===== src/rtl/bds2x_fifo.sv =====
// Small flop queue between the front end and the back end.
`default_nettype none
module bds2x_fifo #(
    parameter int DEPTH = 4,
    parameter int WIDTH = 32
) (
    input  wire logic             aclk,
    input  wire logic             aresetn,
    input  wire logic             push,
    input  wire logic [WIDTH-1:0] push_data,
    output logic                  full,
    input  wire logic             pop,
    output logic                  not_empty,
    output logic [WIDTH-1:0]      pop_data
);
    localparam int PW = (DEPTH > 1) ? $clog2(DEPTH) : 1;
    localparam int CW = $clog2(DEPTH + 1);

    logic [WIDTH-1:0] slot_reg [DEPTH];
    logic [PW-1:0]    wr_ptr_reg, wr_ptr_next;
    logic [PW-1:0]    rd_ptr_reg, rd_ptr_next;
    logic [CW-1:0]    count_reg, count_next;

    assign full      = (count_reg == CW'(DEPTH));
    assign not_empty = (count_reg != '0);
    assign pop_data  = slot_reg[rd_ptr_reg];

    always_comb begin
        wr_ptr_next = wr_ptr_reg;
        rd_ptr_next = rd_ptr_reg;
        count_next  = count_reg;
        if (push) begin
            wr_ptr_next = (wr_ptr_reg == PW'(DEPTH - 1)) ? '0 : wr_ptr_reg + 1'b1;
        end
        if (pop) begin
            rd_ptr_next = (rd_ptr_reg == PW'(DEPTH - 1)) ? '0 : rd_ptr_reg + 1'b1;
        end
        if (push && !pop) begin
            count_next = count_reg + 1'b1;
        end else if (pop && !push) begin
            count_next = count_reg - 1'b1;
        end
    end

    always_ff @(posedge aclk) begin
        if (!aresetn) begin
            wr_ptr_reg <= '0;
            rd_ptr_reg <= '0;
            count_reg  <= '0;
        end else begin
            wr_ptr_reg <= wr_ptr_next;
            rd_ptr_reg <= rd_ptr_next;
            count_reg  <= count_next;
        end
    end

    always_ff @(posedge aclk) begin
        if (push) begin
            slot_reg[wr_ptr_reg] <= push_data;
        end
    end

endmodule
`default_nettype wire


===== config.mk =====
export PLATFORM = sky130hd
export DESIGN_NAME = bds2x_fifo
export DESIGN_NICKNAME = d
export VERILOG_FILES = /design/src/rtl/bds2x_fifo.sv
export SDC_FILE = /design/constraint.sdc
export NUM_CORES = 1
export LEC_CHECK = 0
export BUFFER_PORTS_ARGS = -buffer_cell sky130_fd_sc_hd__buf_2
export CORE_MARGIN = 5
export CORE_UTILIZATION = 61
export DETAILED_ROUTE_END_ITERATION = 16
export PLACE_DENSITY = 0.87
export SLEW_MARGIN = 15
export SYNTH_ARGS = -nofsm -noshare
export SYNTH_HDL_FRONTEND = slang
export SYNTH_SLANG_ARGS = --single-unit

===== constraint.sdc =====
create_clock -name aclk -period 4.75 [get_ports aclk]
set_input_delay 0.7125 -clock aclk [delete_from_list [all_inputs] [get_ports aclk]]
set_output_delay 0.7125 -clock aclk [all_outputs]
set_load 0.02 [all_outputs]

==> metrics <==
Netlist Area Pre-Place=roughly 5100 sq um; R2R cell count=2; CTS sink count=approximately 140; share of layout cells above drive strength 1=0.444; via count=around 2300; startpoint types=flip-flop; Clk network pwr share=0.425; status=finished, final reports clean; Routed WL per cell=between 20 and 25 um; worst endpoint required time=around 4.0 ns; register bit count reported by yosys=137; post-route antenna net violation count=0; Crit. End Element=primary output; most frequent cell after synthesis=edfxtp_1; sequential share of the synthesized area=0.786; Detailed Place HPWL=just over 5000 um; maximum VDD drop=~0.39 mV; TritonRoute pass-1 iters=4; # hold bufs at CTS=0; min Tclk post-route=3.11 ns; DRC=0; WS Path Type=flip-flop to primary output; Final #Nets=about 340; RePlAce Congestion=slightly below 0.7; Fill cells=~470; worst-path fanout max=18; max FFs per register=between 100 and 150; Final Hold Fails=0; largest net degree at the start of global routing=33; Multi-input gate area=between 900 and 1000 sq um; dpl cells=between 300 and 400; final std cells w/o fill=411; Max-slew headroom=0.410; top cells by area, synth=edfxtp_1 75%, mux4_2 13%, dfxtp_1 3.5%, ha_1 1.5%, buf_12 1.2%; max_cap viols=0; Inserted Clock Buffers=17; CTS root buf=clkbuf_8; Setup TNS=0 ns; WP data arrival=roughly 2.4 ns; full die area=10300 sq um; Syn Inst Count=211; IO Count=70; RSZ-0062 raised after global routing=no; area delta synth->final=19.0%; Initial Utilization=0.626; register area=just over 4000 sq um; syn avg cell area=between 20 and 25 sq um; Worst-Skew Late Latency=between 0.5 and 0.6 ns; buffer levels on the longest clock path=2; Seq pwr share=0.489; Leakage=2.12 nW; Placement Rows=33; Pwr per Cell Area=between 400 and 500 nW/um^2; Reg clk slew, reported paths=around 0.06 ns; antenna diode count=0; Async S/R FF share, synth=0; vias per cell=approximately 5.7; initial antenna violation count=0; Psw=0.655 mW; total wire length=between 8000 and 9000 um; FMAX=roughly 0.32 GHz; GRT Total Usage=0.193; total global routing overflow=0; Hold Crit Class=primary input to flip-flop; top cells by count, synth=128 x edfxtp_1, 30 x mux4_2, 9 x dfxtp_1, 6 x ha_1; core area=8180 sq um; Synth area leader=edfxtp_1; Buffers on Ports=69; # Post-CTS Setup Buffers=0; CTS H-tree lvls=4; final setup vio count=0; Die Ht=102 um; Iter 0 DRT Violations=approximately 120; Netlist cell types=22; Yosys top cell area share=0.751; Main synth FF type=edfxtp_1; Hold Slack=~0.42 ns; CTS tree=done; period utilization=0.655; Die Wd=roughly 100 um; Clock Skews=slightly below 0.008 ns; Worst-Margin Slew=slightly below 0.9 ns; first-pass GRT wire length=approximately 14000 um; sw frac=0.227; number of global-route vias before repair=~2500; Resize count post-CTS=0; worst hold path stage count=1; Syn. warnings=0; Slew Limit Fails=0; Comb pwr share=0.085; Power Internal=2.24 mW; Post-synth EDFFs=around 130; syn nets=254
worst max-delay path, cell delays in order (launching register included):
cell	delay [ns]
dfxtp_2	0.72
buf_4	0.42
mux4_2	0.56
buf_2	0.18
cell families after synthesis:
group	synth area share
adders and majority gates	0.0186
buffers and inverters	0.0198
and+or+nand+nor	0.0178
AOI/OAI and AO/OA	0.00391
xor gates and xnor gates	0.00342
DFF	0.786
muxes	0.150
power groups by stage:
stage          Sequential [mW]  Clock, mW  Combinational, mW
6_report                  1.41       1.23              0.247
5_1_grt                   1.42       1.31              0.269
4_1_cts                   1.42       1.25              0.252
3_5_place_dp              1.44          0              0.249
3_3_place_gp              1.44          0              0.242
2_1_floorplan             1.42          0              0.182
layout by cell type, fill, tap and decap left out, drive strengths merged:
master | Yosys | routed
buf | 7 | 70
xor2 | 1 | 1
nor3b | 1 | 1
o21ai | 1 | 1
dfxtp | 9 | 9
mux4 | 32 | 32
nor3 | 1 | 1
mux2i | 4 | 4
clkbuf | 0 | 18
nor2b | 5 | 5
nor2 | 1 | 1
and2 | 5 | 5
bufinv | 0 | 2
fa | 1 | 1
a21boi | 1 | 1
edfxtp | 128 | 128
clkinv | 0 | 6
xnor2 | 1 | 1
ha | 6 | 6
inv | 4 | 6
o21a | 1 | 1
or3 | 2 | 2
clkinvlp | 0 | 4
path summary, 6_finish.rpt:
path / from / endpoint / slack, ns
worst max-delay path: flip-flop / pop_data[22] / 1.64
worst min register to register: rd_ptr_reg[1] / flip-flop / 0.54
worst min-delay path: push_data[27] / slot_reg[1][27] / 0.42
worst max register to register: wr_ptr_reg[0] / slot_reg[3][5] / 3.02
per-layer routing:
layer / part of all wire / GRT usage / up-vias / wire (um)
li1: - / - / 1048 / -
met1: 0.41 / 0.247 / 1206 / 3640
met2: 0.52 / 0.317 / 83 / 4680
met3: 0.058 / 0.0661 / 7 / 518
met4: 0.0097 / 0.0583 / 0 / 87
met5: 0 / 0 / - / 0
stage by stage:
stage / setup WS (ns) / util / cell area, sq um / power, mW
after global routing: 1.43 / 0.745 / 6090 / 3.01
after global placement: 2.11 / 0.676 / 5520 / 1.68
after CTS: 1.53 / 0.745 / 6090 / 2.92
after detailed placement: 2.06 / 0.676 / 5520 / 1.69
after floorplan: 2.76 / - / 5120 / 1.60
final: 1.64 / 0.745 / 6090 / 2.89
layout make-up:
type / instances / share of cell area
clock buffer: 18 / 0.0686
clock inverter: 14 / 0.0242
inverter: 4 / 0.00247
multi-input combinational: 63 / 0.164
sequential: 137 / 0.661
tap: 105 / 0.0216
timing repair buffer: 70 / 0.0580
Power figures use the tool's default switching activity.
