`src/rtl/bds2x_pkg.sv`:
```
// Shared types and constants for the 2x2 box downsampler.
`default_nettype none
package bds2x_pkg;

    localparam int PIX_W     = 8;
    localparam int PAIR_W    = PIX_W + 1;
    localparam int BLOCK_W   = PIX_W + 2;
    localparam int REG_W     = 13;
    localparam int CFG_IDX_W = 4;
    localparam int QUEUE_DEPTH = 4;

    localparam logic [CFG_IDX_W-1:0] REG_IMAGE_WIDTH  = CFG_IDX_W'(0);
    localparam logic [CFG_IDX_W-1:0] REG_IMAGE_HEIGHT = CFG_IDX_W'(1);

    // Position of one source pixel inside its 2x2 block and the frame.
    typedef struct packed {
        logic odd_col;
        logic last_col;
        logic odd_row;
        logic last_row;
    } bds2x_cls_t;

    localparam int CLS_W = $bits(bds2x_cls_t);

endpackage
`default_nettype wire

```
`src/rtl/bds2x_front.sv`:
```
// Front end: frame registers, raster counters and pixel classification.
`default_nettype none
module bds2x_front #(
    parameter int MAX_WIDTH  = 4096,
    parameter int MAX_HEIGHT = 4096,
    parameter int SLOT_W     = 11
) (
    input  wire logic                            aclk,
    input  wire logic                            aresetn,
    input  wire logic                            cfg_wr_en,
    input  wire logic [bds2x_pkg::CFG_IDX_W-1:0] cfg_index,
    input  wire logic [bds2x_pkg::REG_W-1:0]     cfg_wr_data,
    input  wire logic                            s_valid,
    output logic                                 s_ready,
    input  wire logic                            q_full,
    output logic                                 q_push,
    output bds2x_pkg::bds2x_cls_t                q_cls,
    output logic [SLOT_W-1:0]                    q_slot
);
    import bds2x_pkg::*;

    localparam int XW = $clog2(MAX_WIDTH);
    localparam int YW = $clog2(MAX_HEIGHT);
    localparam int MAX_DIM = (MAX_WIDTH > MAX_HEIGHT) ? MAX_WIDTH : MAX_HEIGHT;
    localparam int DW_RAW = $clog2(MAX_DIM + 1);
    localparam int DW = (DW_RAW > REG_W) ? DW_RAW : REG_W;

    logic [XW-1:0] x_reg, x_next;
    logic [YW-1:0] y_reg, y_next;
    logic [XW-1:0] w_last_reg, w_last_next;
    logic [YW-1:0] h_last_reg, h_last_next;
    logic          restart;
    logic          last_col, last_row;

    // Zero acts as one, anything above the maximum as the maximum.
    function automatic logic [DW-1:0] clamp_last(input logic [DW-1:0] v,
                                                 input logic [DW-1:0] mx);
        if (v == '0) begin
            return '0;
        end else if (v > mx) begin
            return mx - 1'b1;
        end
        return v - 1'b1;
    endfunction

    assign s_ready  = !q_full;
    assign q_push   = s_valid && s_ready;
    assign last_col = (x_reg == w_last_reg);
    assign last_row = (y_reg == h_last_reg);
    assign restart  = cfg_wr_en &&
                      (cfg_index == REG_IMAGE_WIDTH || cfg_index == REG_IMAGE_HEIGHT);

    assign q_cls.odd_col  = x_reg[0];
    assign q_cls.last_col = last_col;
    assign q_cls.odd_row  = y_reg[0];
    assign q_cls.last_row = last_row;
    assign q_slot = SLOT_W'(x_reg >> 1);

    always_comb begin
        w_last_next = w_last_reg;
        h_last_next = h_last_reg;
        x_next      = x_reg;
        y_next      = y_reg;
        if (cfg_wr_en && cfg_index == REG_IMAGE_WIDTH) begin
            w_last_next = XW'(clamp_last(DW'(cfg_wr_data), DW'(MAX_WIDTH)));
        end
        if (cfg_wr_en && cfg_index == REG_IMAGE_HEIGHT) begin
            h_last_next = YW'(clamp_last(DW'(cfg_wr_data), DW'(MAX_HEIGHT)));
        end
        if (restart) begin
            x_next = '0;
            y_next = '0;
        end else if (q_push) begin
            if (last_col) begin
                x_next = '0;
                y_next = last_row ? '0 : y_reg + 1'b1;
            end else begin
                x_next = x_reg + 1'b1;
            end
        end
    end

    always_ff @(posedge aclk) begin
        if (!aresetn) begin
            x_reg      <= '0;
            y_reg      <= '0;
            w_last_reg <= '0;
            h_last_reg <= '0;
        end else begin
            x_reg      <= x_next;
            y_reg      <= y_next;
            w_last_reg <= w_last_next;
            h_last_reg <= h_last_next;
        end
    end

endmodule
`default_nettype wire

```
`config.mk`:
```
export PLATFORM = sky130hd
export DESIGN_NAME = bds2x_front
export DESIGN_NICKNAME = d
export VERILOG_FILES = /design/src/rtl/bds2x_pkg.sv /design/src/rtl/bds2x_front.sv
export SDC_FILE = /design/constraint.sdc
export NUM_CORES = 1
export LEC_CHECK = 0
export ABC_AREA = 1
export BUFFER_PORTS_ARGS = -buffer_cell sky130_fd_sc_hd__buf_2
export CAP_MARGIN = 20
export CELL_PAD_IN_SITES_DETAIL_PLACEMENT = 0
export CELL_PAD_IN_SITES_GLOBAL_PLACEMENT = 1
export CORE_AREA = 2 2 115 117
export DETAILED_ROUTE_END_ITERATION = 7
export DIE_AREA = 0 0 117 119
export PLACE_DENSITY = 0.54
export SYNTH_ARGS = -nofsm -noshare
export SYNTH_HDL_FRONTEND = slang
export SYNTH_SLANG_ARGS = --single-unit
export TNS_END_PERCENT = 100
```
`constraint.sdc`:
```
create_clock -name aclk -period 3.5 [get_ports aclk]
set_input_delay 0 -clock aclk [delete_from_list [all_inputs] [get_ports aclk]]
set_output_delay 0 -clock aclk [all_outputs]
set_load 0.02 [all_outputs]
```
==> results.toml <==
[status]
status = "completed"

[clock_tree]
holdBufCountCts = 0
clk_latency_ns = 0.29
cts_resized = 0
root_buffer = "clkbuf_16"
cts_inserted_buffers = 5
post_cts.repair.setup_buffers = 0
cts_max_level = 2
cts_tree = "built"
clock_path_buffers = 2
cts.sink_count = 48
path_clk_slew_ns = 0.07

[power_and_ir_drop]
power.density_nw_per_um2 = 352
leakagePower_nw = 1.81
max-vdd-ir-drop_mv = 0.139

[die]
die_area_um2 = 13900
start_util_pct = 24.1
die_h_um = 119
die_width_um = 117
fp-row-count = 42
ios = 39
core-area_um2 = 12900

[layout]
drive_gt1_share_pct = 12.1
fin_util_pct = 27.8
area_growth_pct = 15.3
fillerInstances = 1477
nets = 549
stdcell_area_um2 = 3580
antenna_cells = 0

[sta]
tightest_slew_ns = 0.647
hold_ws_ns = 0.0760
hold_violations = 0
setup_viol = 0
finalMaxSlewViolations = 0
final.setup.tns_ns = 0
max_freq_mhz = 594
min_period_ns = 1.68
post-route-period-util_pct = 48.1
skew_ns = 0.00450
slew_headroom_pct = 56.8
grt_setup_unrepaired = "false"

[logic_synthesis]
syn_area_per_cell_um2 = 6.31
yosys_most_used_dff = "dfxtp_1"
seq_area_frac_synth_pct = 30.9
syn-num-nets = 518
synth.largest_area_cell = "dfxtp_1"
ys_top_cells_by_area = "dfxtp_1, nand2_1, inv_1"
syn_area_um2 = 3110
synth_edf_count = 0
synth_seq_cells = 48
yosysWarningCount = 0
synth.distinct_cells = 30
synthCells = 492
synth_top_area_share_pct = 30.9
async_reset_ff_share_pct = 0

[detailed_routing]
drtIter0Drc = 148
via_count = 2859
wire_per_inst_um = 11.4
drc_errors = 0
dr.pass1.iters = 4
antenna_left = 0
viasPerCell = 4.10
wl_um = 7950

[min_path]
hold_path.class = "input pin to flip-flop"
whs_path_depth = 5

[global_routing]
grt_pass1_vias = 2812
grt_max_degree = 25
globalRouteTotalUtil_pct = 12.4
gr-total-overflow = 0
antenna_found_initial = 0
grt_pass1_wl_um = 13700

[worst_setup_path]
reg2regPathDepth = 7
path_max_fanout = 7
required_ns = 3.68
endpoint_kind = "flip-flop"
crit_arrival_ns = 1.86
start_kind = "flip-flop"
path_class = "flip-flop to flip-flop"

[place]
numPortBuffers = 38
place_area_um2 = 3430
dp_hpwl_um = 6250
gp_congestion = 0.761

[job]
max_cap_viol_count = 0
-- final cells by class --
type                       instances  area, um2  area share (%)
clock buffer                       5        125            3.49
clock inverter                     1       30.0           0.838
inverter                          95        357            9.95
multi-input combinational        334       1690            47.2
sequential                        48        961            26.8
tap                              176        220            6.15
timing repair buffer              39        198            5.52
-- kinds of logic after synthesis --
kind of cell	share of synthesized area, %
flip-flops	30.9
XOR/XNOR	7.89
AO/OA/AOI/OAI	9.54
buffers and inverters	14.6
adder cells (fa/ha/maj)	1.61
AND/OR/NAND/NOR	35.4
-- through the flow --
step           instances  setup WS [ns]  power, mW
2_1_floorplan        492           1.91      0.704
4_1_cts              698           1.79       1.28
5_1_grt              698           1.65       1.32
3_5_place_dp         692           1.81      0.744
3_3_place_gp         692           1.83      0.744
6_report             698           1.82       1.26
-- where the power goes --
part / switching, mW / leakage [nW] / internal [mW] / total (mW)
registers: 0.00998 / 0.388 / 0.555 / 0.565
logic: 0.111 / 1.34 / 0.0521 / 0.163
clock network: 0.204 / 0.0757 / 0.329 / 0.533
total: 0.325 / 1.81 / 0.936 / 1.26
-- worst paths after layout --
path	slack, ns	end	start
worst max-delay path	1.82	x_reg[10]	x_reg[0]
worst min-delay path	0.08	h_last_reg[5]	cfg_index[0]
worst max register to register	1.82	x_reg[10]	x_reg[0]
worst min register to register	0.54	h_last_reg[0]	h_last_reg[0]
-- cell usage after synthesis (all sizes together), types with 7 or more instances --
| library cell | instances |
|---|---|
| a21oi | 20 |
| buf | 12 |
| dfxtp | 48 |
| inv | 94 |
| nand2 | 151 |
| nand3 | 32 |
| nand4 | 9 |
| nor2 | 51 |
| nor3 | 7 |
| o211ai | 14 |
| o21ai | 13 |
| xnor2 | 10 |
| xor2 | 18 |
-- critical path, stage by stage (launching register included) --
cell and delay (ns):
dfxtp_1 0.45, ha_1 0.19, inv_1 0.07, nor3_4 0.25
nand3_1 0.19, nor3_1 0.21, xnor2_1 0.15, nor2_1 0.06
-- placed cells by master, fill, tap and decap left out, types with 9 or more instances in the layout --
cell type / instances
a21oi_1: 19
dfxtp_1: 48
xnor2_1: 10
nand2_1: 149
inv_1: 89
o21ai_0: 13
nor2_1: 46
o211ai_1: 14
nand3_1: 29
nand4_1: 9
buf_2: 38
xor2_1: 18
-- layer usage --
metal | track usage [%] | vias up | share of wire, %
met4 | 2.65 | 0 | 0.94
met3 | 2.19 | 7 | 2.0
li1 | - | 1569 | -
met2 | 20.5 | 21 | 47
met1 | 16.8 | 1262 | 50
met5 | 0 | - | 0
Note: power is estimated with default switching activity, not from simulation.
